--- src/hw/rtl/mtdq_pkg.sv ---
// shared types, codes and constants of the timer deadline queue
package mtdq_pkg;

	// widths fixed by the command and response words
	localparam int ID_W = 4;
	localparam int TIMEOUT_W = 32;
	localparam int TICK_W = 64;
	localparam int CNT_W = 32;

	// most expiries reported for one tick
	localparam int MAX_RESULTS = 16;

	// operation codes
	localparam logic [1:0] OP_SET = 2'd0;
	localparam logic [1:0] OP_CANCEL = 2'd1;
	localparam logic [1:0] OP_TICK = 2'd2;
	localparam logic [1:0] OP_NONE = 2'd3;

	// status codes
	localparam logic ST_OK = 1'b0;
	localparam logic ST_INVALID = 1'b1;

	// command word
	typedef struct packed {
		logic [1:0]           op;
		logic [ID_W-1:0]      timer_id;
		logic [TIMEOUT_W-1:0] timeout_ticks;
	} cmd_t;

	// response word
	typedef struct packed {
		logic             status;
		logic             expired_valid;
		logic [ID_W-1:0]  expired_id;
		logic [CNT_W-1:0] expiry_count;
		logic             last;
	} rsp_t;

	// build a response word
	function automatic rsp_t mk_rsp(logic st, logic ev, logic [ID_W-1:0] id,
		logic [CNT_W-1:0] cnt, logic lst);
		rsp_t r;
		r.status = st;
		r.expired_valid = ev;
		r.expired_id = id;
		r.expiry_count = cnt;
		r.last = lst;
		return r;
	endfunction

endpackage

--- src/hw/rtl/multi_timer_deadline_queue.sv ---
// top level of the sorted one-shot timer queue
// A bank of N_TIMERS one-shot timers held in one deadline-ordered queue in a small memory
// with one read and one write port; a word is taken when start is high and busy is low, and
// each response word sits on rsp for one cycle with done high and cannot be held off. A set
// walks down from the tail, shifting up each queued timer with a later deadline; a cancel
// walks the whole queue from the head, closing the gap behind the removed timer. A tick checks
// the head, and each expiry bumps its counter and then walks the queue to close the gap at
// its head. The walks move one queue entry per cycle through the memory's read and write
// ports. Up to 16 expiries are reported per tick, the last response of a command carrying
// last. No clearing pass follows reset.
module multi_timer_deadline_queue #(
	parameter int N_TIMERS = 16
) (
	input  logic            clk,
	input  logic            arst_n,
	input  logic            start,
	output logic            busy,
	input  mtdq_pkg::cmd_t  cmd,
	output logic            done,
	output mtdq_pkg::rsp_t  rsp
);

	localparam int IW = $clog2(N_TIMERS);
	localparam int CW = $clog2(N_TIMERS + 1);
	localparam int NW = $clog2(mtdq_pkg::MAX_RESULTS + 1);

	localparam logic [3:0] S_IDLE   = 4'd0;
	localparam logic [3:0] S_INS_RD = 4'd1;
	localparam logic [3:0] S_INS    = 4'd2;
	localparam logic [3:0] S_REM_RD = 4'd3;
	localparam logic [3:0] S_REM    = 4'd4;
	localparam logic [3:0] S_TRD    = 4'd5;
	localparam logic [3:0] S_TCHK   = 4'd6;
	localparam logic [3:0] S_TCNT   = 4'd7;

	typedef struct packed {
		logic [mtdq_pkg::TICK_W-1:0] dl;
		logic [IW-1:0]               id;
	} ent_t;

	logic [3:0]                  state_q;
	logic [mtdq_pkg::TICK_W-1:0] tick_q;
	logic [CW-1:0]               len_q;
	logic [N_TIMERS-1:0]         armed_q;
	logic [CW-1:0]               pos_q;
	logic                        found_q;
	logic [IW-1:0]               tgt_q;
	ent_t                        new_q;
	logic                        tmode_q;
	logic [NW-1:0]               n_q;
	logic                        pv_q;
	logic [IW-1:0]               pid_q;
	logic [mtdq_pkg::CNT_W-1:0]  pcnt_q;
	logic                        done_q;
	mtdq_pkg::rsp_t              rsp_q;

	ent_t                        q_mem [N_TIMERS];
	ent_t                        rd_q;

	logic [IW-1:0]               raddr;
	logic                        we;
	logic [IW-1:0]               waddr;
	ent_t                        wdata;
	logic [CW-1:0]               pos_dec;
	logic [CW-1:0]               pos_dec2;
	logic [CW-1:0]               pos_inc;
	logic [CW-1:0]               len_dec;
	logic [IW-1:0]               idx;
	logic                        id_ok;
	logic                        shift_up;
	logic                        due;
	logic [IW-1:0]               cnt_id;
	logic                        cnt_bump;
	logic [mtdq_pkg::CNT_W-1:0]  cnt_new;

	assign busy = (state_q != S_IDLE);
	assign done = done_q;
	assign rsp = rsp_q;

	// address arithmetic for the walks
	assign pos_dec = pos_q - CW'(1);
	assign pos_dec2 = pos_q - CW'(2);
	assign pos_inc = pos_q + CW'(1);
	assign len_dec = len_q - CW'(1);

	// command decode
	assign idx = IW'(cmd.timer_id);
	assign id_ok = (32'(cmd.timer_id) < N_TIMERS);

	// insertion keeps shifting while the entry below has a later deadline
	assign shift_up = (pos_q != '0) && (rd_q.dl > new_q.dl);

	// head of queue is due for expiry
	assign due = (len_q != '0) && (n_q < NW'(mtdq_pkg::MAX_RESULTS)) && (rd_q.dl <= tick_q);

	// queue memory port control
	always_comb begin
		raddr = '0;
		we = 1'b0;
		waddr = '0;
		wdata = new_q;
		case (state_q)
			S_INS_RD: begin
				raddr = len_dec[IW-1:0];
			end
			S_INS: begin
				raddr = pos_dec2[IW-1:0];
				we = 1'b1;
				waddr = pos_q[IW-1:0];
				wdata = shift_up ? rd_q : new_q;
			end
			S_REM: begin
				raddr = pos_inc[IW-1:0];
				we = found_q;
				waddr = pos_dec[IW-1:0];
				wdata = rd_q;
			end
			default: begin
				raddr = '0;
			end
		endcase
	end

	// queue memory
	always_ff @(posedge clk) begin
		if (we) begin
			q_mem[waddr] <= wdata;
		end
		rd_q <= q_mem[raddr];
	end

	// expiry counter access
	assign cnt_id = (state_q == S_TCHK) ? rd_q.id : tgt_q;
	assign cnt_bump = (state_q == S_TCNT);

	mtdq_cnt #(
		.N_TIMERS(N_TIMERS)
	) u_cnt (
		.clk       (clk),
		.arst_n    (arst_n),
		.id        (cnt_id),
		.bump      (cnt_bump),
		.count_new (cnt_new)
	);

	// payload registers
	always_ff @(posedge clk) begin
		case (state_q)
			S_IDLE: begin
				new_q <= '{dl: tick_q + mtdq_pkg::TICK_W'(cmd.timeout_ticks), id: idx};
				tgt_q <= idx;
			end
			S_TCHK: begin
				tgt_q <= rd_q.id;
			end
			S_TCNT: begin
				pid_q <= tgt_q;
				pcnt_q <= cnt_new;
			end
			default: begin
				tgt_q <= tgt_q;
			end
		endcase
	end

	// sequencer
	always_ff @(posedge clk or negedge arst_n) begin
		if (!arst_n) begin
			state_q <= S_IDLE;
			tick_q <= '0;
			len_q <= '0;
			armed_q <= '0;
			pos_q <= '0;
			found_q <= 1'b0;
			tmode_q <= 1'b0;
			n_q <= '0;
			pv_q <= 1'b0;
			done_q <= 1'b0;
			rsp_q <= '0;
		end else begin
			done_q <= 1'b0;
			case (state_q)
				S_IDLE: begin
					if (start) begin
						case (cmd.op)
							mtdq_pkg::OP_SET: begin
								if (id_ok && !armed_q[idx]) begin
									armed_q[idx] <= 1'b1;
									pos_q <= len_q;
									state_q <= S_INS_RD;
								end else begin
									done_q <= 1'b1;
									rsp_q <= mtdq_pkg::mk_rsp(mtdq_pkg::ST_INVALID, 1'b0,
										'0, '0, 1'b1);
								end
							end
							mtdq_pkg::OP_CANCEL: begin
								if (id_ok && armed_q[idx]) begin
									armed_q[idx] <= 1'b0;
									tmode_q <= 1'b0;
									state_q <= S_REM_RD;
								end else begin
									done_q <= 1'b1;
									rsp_q <= mtdq_pkg::mk_rsp(mtdq_pkg::ST_INVALID, 1'b0,
										'0, '0, 1'b1);
								end
							end
							mtdq_pkg::OP_TICK: begin
								tick_q <= tick_q + mtdq_pkg::TICK_W'(1);
								n_q <= '0;
								pv_q <= 1'b0;
								state_q <= S_TRD;
							end
							default: begin
								done_q <= 1'b1;
								rsp_q <= mtdq_pkg::mk_rsp(mtdq_pkg::ST_INVALID, 1'b0,
									'0, '0, 1'b1);
							end
						endcase
					end
				end
				S_INS_RD: begin
					state_q <= S_INS;
				end
				// walk down from the tail, opening a slot for the new timer
				S_INS: begin
					if (shift_up) begin
						pos_q <= pos_dec;
					end else begin
						len_q <= len_q + CW'(1);
						done_q <= 1'b1;
						rsp_q <= mtdq_pkg::mk_rsp(mtdq_pkg::ST_OK, 1'b0, '0, '0, 1'b1);
						state_q <= S_IDLE;
					end
				end
				S_REM_RD: begin
					pos_q <= '0;
					found_q <= 1'b0;
					state_q <= S_REM;
				end
				// walk up from the head, closing the gap behind the removed timer
				S_REM: begin
					if (rd_q.id == tgt_q) begin
						found_q <= 1'b1;
					end
					if (pos_q == len_dec) begin
						len_q <= len_dec;
						if (tmode_q) begin
							state_q <= S_TRD;
						end else begin
							done_q <= 1'b1;
							rsp_q <= mtdq_pkg::mk_rsp(mtdq_pkg::ST_OK, 1'b0, '0, '0, 1'b1);
							state_q <= S_IDLE;
						end
					end else begin
						pos_q <= pos_inc;
					end
				end
				S_TRD: begin
					state_q <= S_TCHK;
				end
				// expire the head or finish; the held word goes out once its last flag is known
				S_TCHK: begin
					if (due) begin
						if (pv_q) begin
							done_q <= 1'b1;
							rsp_q <= mtdq_pkg::mk_rsp(mtdq_pkg::ST_OK, 1'b1,
								mtdq_pkg::ID_W'(pid_q), pcnt_q, 1'b0);
						end
						n_q <= n_q + NW'(1);
						state_q <= S_TCNT;
					end else begin
						done_q <= 1'b1;
						if (pv_q) begin
							rsp_q <= mtdq_pkg::mk_rsp(mtdq_pkg::ST_OK, 1'b1,
								mtdq_pkg::ID_W'(pid_q), pcnt_q, 1'b1);
						end else begin
							rsp_q <= mtdq_pkg::mk_rsp(mtdq_pkg::ST_OK, 1'b0, '0, '0, 1'b1);
						end
						state_q <= S_IDLE;
					end
				end
				S_TCNT: begin
					armed_q[tgt_q] <= 1'b0;
					pv_q <= 1'b1;
					tmode_q <= 1'b1;
					state_q <= S_REM_RD;
				end
				default: begin
					state_q <= S_IDLE;
				end
			endcase
		end
	end

endmodule

--- src/hw/rtl/mtdq_cnt.sv ---
// per-timer expiry counters with saturating bump
module mtdq_cnt #(
	parameter int N_TIMERS = 16
) (
	input  logic                             clk,
	input  logic                             arst_n,
	input  logic [$clog2(N_TIMERS)-1:0]      id,
	input  logic                             bump,
	output logic [mtdq_pkg::CNT_W-1:0]       count_new
);

	logic [mtdq_pkg::CNT_W-1:0] cnt_mem [N_TIMERS];
	logic [mtdq_pkg::CNT_W-1:0] rd_q;
	logic [N_TIMERS-1:0]        vld_q;
	logic [mtdq_pkg::CNT_W-1:0] cur;

	// count as it stands; never written reads as zero
	always_comb begin
		cur = vld_q[id] ? rd_q : '0;
		count_new = (&cur) ? cur : cur + mtdq_pkg::CNT_W'(1);
	end

	// counter store, registered read
	always_ff @(posedge clk) begin
		if (bump) begin
			cnt_mem[id] <= count_new;
		end
		rd_q <= cnt_mem[id];
	end

	// written marks
	always_ff @(posedge clk or negedge arst_n) begin
		if (!arst_n) begin
			vld_q <= '0;
		end else if (bump) begin
			vld_q[id] <= 1'b1;
		end
	end

endmodule

--- config.mk ---
export PLATFORM = sky130hd
export DESIGN_NAME = multi_timer_deadline_queue
export DESIGN_NICKNAME = d
export VERILOG_FILES = /design/src/hw/rtl/mtdq_pkg.sv /design/src/hw/rtl/multi_timer_deadline_queue.sv /design/src/hw/rtl/mtdq_cnt.sv
export SDC_FILE = /design/constraint.sdc
export NUM_CORES = 2
export LEC_CHECK = 0
export ABC_AREA = 1
export BUFFER_PORTS_ARGS = -buffer_cell sky130_fd_sc_hd__buf_2
export CAP_MARGIN = 20
export CORE_UTILIZATION = 45
export DETAILED_ROUTE_END_ITERATION = 10
export PLACE_DENSITY = 0.58
export SLEW_MARGIN = 20
export SYNTH_ARGS = -nofsm -noshare
export SYNTH_HDL_FRONTEND = slang
export SYNTH_SLANG_ARGS = --single-unit
export TNS_END_PERCENT = 100
--- constraint.sdc ---
create_clock -name clk -period 15.2 [get_ports clk]
set_clock_uncertainty 0.2 [all_clocks]
set_input_delay 3.04 -clock clk [delete_from_list [all_inputs] [get_ports clk]]
set_output_delay 3.04 -clock clk [all_outputs]
set_load 0.01 [all_outputs]
==> results.json <==
{
  "seq_area_frac_synth_pct": 67.9,
  "wire_per_inst_um": 23.5,
  "seqCellArea_um2": 57200,
  "cts_max_path_buffers": 3,
  "via_per_inst": 5.55,
  "ys_types": 61,
  "seqPwrFrac_pct": 41.0,
  "cts_hold_buffers": 0,
  "dp_slack_ns": 8.64,
  "dr.pass1.iters": 5,
  "multi_input_area_um2": 22600,
  "syn_nets": 7487,
  "synth_edf_count": 1708,
  "max_freq_ghz": 0.161,
  "p_per_area_nw_per_um2": 201,
  "cts_tree": "done",
  "yosysWarnings": 0,
  "p_leak_nw": 35.4,
  "cp_max_fo": 54,
  "cts_sinks": 1965,
  "clk_pin_slew_ns": 0.06,
  "ant_nets": 0,
  "layout.nets": 7512,
  "period_share_pct": 40.8,
  "setup_tns_ns": 0,
  "dieArea_um2": 189000,
  "io_buffers": 81,
  "dpl_cell_area_um2": 87400,
  "chipWidth_um": 435,
  "clk_latency_ns": 0.86,
  "gp_congestion": 0.953,
  "wirelength_um": 234000,
  "diodes": 0,
  "dp_hpwl_um": 137000,
  "worst_slack_ns": 8.99,
  "synth_area_leaders": "edfxtp_1 (61%), nand2_1 (5.2%), o21ai_0 (4.9%), dfrtp_1 (4.7%), inv_1 (4.0%)",
  "syn2layout_area_growth_pct": 12.1,
  "layout.cells.non_filler": 9958,
  "min_from": "pid_q[0]$_DFFE_PP_",
  "syn_area_um2": 84200,
  "switching_share_pct": 37.4,
  "grt_usage_pct": 24.5,
  "slew_headroom_pct": 13.4,
  "hold_slack_ns": 0.258,
  "slew_viol_final": 0,
  "grt_overflow": 0,
  "vias": 55300,
  "io_pins": 82,
  "drive_gt1_share_pct": 8.28,
  "ys_seq_elements": 1965,
  "rows": 158,
  "clkPwrFrac_pct": 27.0,
  "worst_pin_slew_ns": 1.30,
  "setup_violations": 0,
  "drt-initial-drc-count": 5391,
  "die_h_um": 435,
  "ctsResizeCount": 0,
  "drc": 0,
  "reg2reg_from": "state_q[0]$_DFFE_PN0P_",
  "synthFlopType": "edfxtp_1",
  "cts.htree.levels": 4,
  "coreArea_um2": 186000,
  "async_flop_share_pct": 7.99,
  "syn_area_per_cell_um2": 11.6,
  "postCtsSetupBuffers": 0,
  "placed_cells": 9575,
  "worst-setup-path-type": "flip-flop to flip-flop",
  "startpoint": "state_q[0]$_DFFE_PN0P_",
  "synth_cells": 7275,
  "worst_setup_path_start_kind": "flip-flop",
  "fillers": 16000,
  "mostFrequentLayoutCell": "edfxtp_1",
  "cpMaxStageDelayCell": "nand3_1",
  "status": "finished clean",
  "p_switching_mw": 7.09,
  "final_hold_viol_count": 0,
  "min_period_ns": 6.21,
  "peakVddDrop_v": 0.000258,
  "cts-root-buf": "clkbuf_16",
  "reg2reg_slack_ns": 8.99,
  "cp.arrival_ns": 6.56,
  "end_kind": "flip-flop",
  "antenna_found_initial": 5,
  "synth_top_area_share_pct": 60.9,
  "start_util_pct": 45.4,
  "hold_class": "flip-flop to flip-flop",
  "grt_max_degree": 248,
  "numCtsBuffers": 203,
  "required_ns": 15.56,
  "yosysTopAreaCell": "edfxtp_1",
  "p_int_mw": 11.9,
  "maxCapViolations": 0,
  "grt_pass1_vias": 52100,
  "power_frac_comb_pct": 32.1,
  "design_area_um2": 94400,
  "slowest_delay_ns": 0.75,
  "rsz0062_at_grt": "false",
  "worstPathCellList": "inv_2 > nand3_4 > inv_4 > o21ai_2 > nand2_2 > buf_4 > inv_1 > nand2_1 > nand2_2 > nor2_8 > inv_1 > nor2_1 > ha_1 > inv_1 > nor2_4 > nand2_1 > nor2_4 > nand2_2 > nand3_1",
  "grt_first_pass_wirelength_um": 344000,
  "final_cell_mix": "edfxtp_1 (1708), nand2_1 (1155), inv_1 (882)"
}
==> cells by family after synthesis <==
family / share of synthesized area, %
xor gates and xnor gates: 1.45
buffers and inverters: 5.71
adders and majority gates: 2.55
AOI/OAI and AO/OA: 12.8
and+or+nand+nor: 9.58
DFF: 67.9
muxes: 0.0119
==> layer usage <==
metal / GRT usage, % / wire length (um) / vias to the layer above
met4: 8.45 / 7850 / 2
met2: 40.6 / 113000 / 1729
li1: - / - / 25900
met1: 33.2 / 100000 / 27300
met3: 3.24 / 13000 / 362
met5: 0 / 12 / -
==> synthesized netlist by cell type, types with 39 or more instances <==
master / instances
o221ai_1: 137
nand3_1: 270
clkbuf_1: 276
ha_1: 170
a21oi_1: 438
xor2_1: 119
nand2_1: 1159
a22oi_1: 265
dfrtp_1: 157
o21ai_0: 824
nor2_1: 268
o211ai_1: 98
or2_2: 39
nor3_1: 42
edfxtp_1: 1708
dfxtp_1: 100
inv_1: 887
==> flip-flops by register name, indices dropped and copies added, names as in the netlist, 3 cells and up, named ones only <==
name and cells:
rsp 39, tick_q 64, u_cnt.vld_q 16, len_q 5, q_mem 1088, new_q 68, tgt_q 4, state_q 3
pid_q 4, pcnt_q 32, n_q 5, rd_q 68, pos_q 5, u_cnt.rd_q 32, u_cnt.cnt_mem 512
==> worst max-delay path, delay by kind of cell (launching register included) <==
| kind | cells | cell delay, ns |
|---|---|---|
| and+or+nand+nor | 11 | 3.10 |
| AOI/OAI and AO/OA | 1 | 0.15 |
| buffers and inverters | 6 | 1.65 |
| DFF | 1 | 0.43 |
| adders and majority gates | 1 | 0.31 |
==> final timing paths <==
check,to,depth (start not counted)
worst max-delay path,u_cnt.cnt_mem[5][15]$_DFFE_PP_,19
worst min-delay path,rsp[33]$_DFFE_PN0P_,2
worst min register to register,rsp[33]$_DFFE_PN0P_,2
worst max register to register,u_cnt.cnt_mem[5][15]$_DFFE_PP_,19
min in group asynchronous,asynchronous set/reset pin,1
max in group asynchronous,tick_q[33]$_DFFE_PN0P_,2
==> power by group through the flow <==
stage	sequential, mW	clock, mW	combinational, mW
floorplan	7.60	0	4.12
global placement	7.88	0	5.93
detailed placement	7.88	0	6.03
CTS	7.77	5.18	6.07
global route	7.79	5.39	6.76
finish	7.77	5.11	6.08
==> per-stage QoR <==
stage | util (%) | total power [mW]
after CTS | 50.9 | 19.0
after global placement | 47.1 | 13.8
after detailed placement | 47.1 | 13.9
final | 50.9 | 19.0
after floorplan | - | 11.7
after global routing | 50.9 | 19.9
==> cell type report <==
| type | count | share of cell area [%] |
|---|---|---|
| sequential | 1965 | 60.6 |
| tap | 2480 | 3.29 |
| timing repair buffer | 172 | 1.23 |
| clock buffer | 305 | 6.30 |
| clock inverter | 78 | 1.06 |
| inverter | 903 | 3.60 |
| multi-input combinational | 4055 | 23.9 |
(Power assumes the default switching activity.)
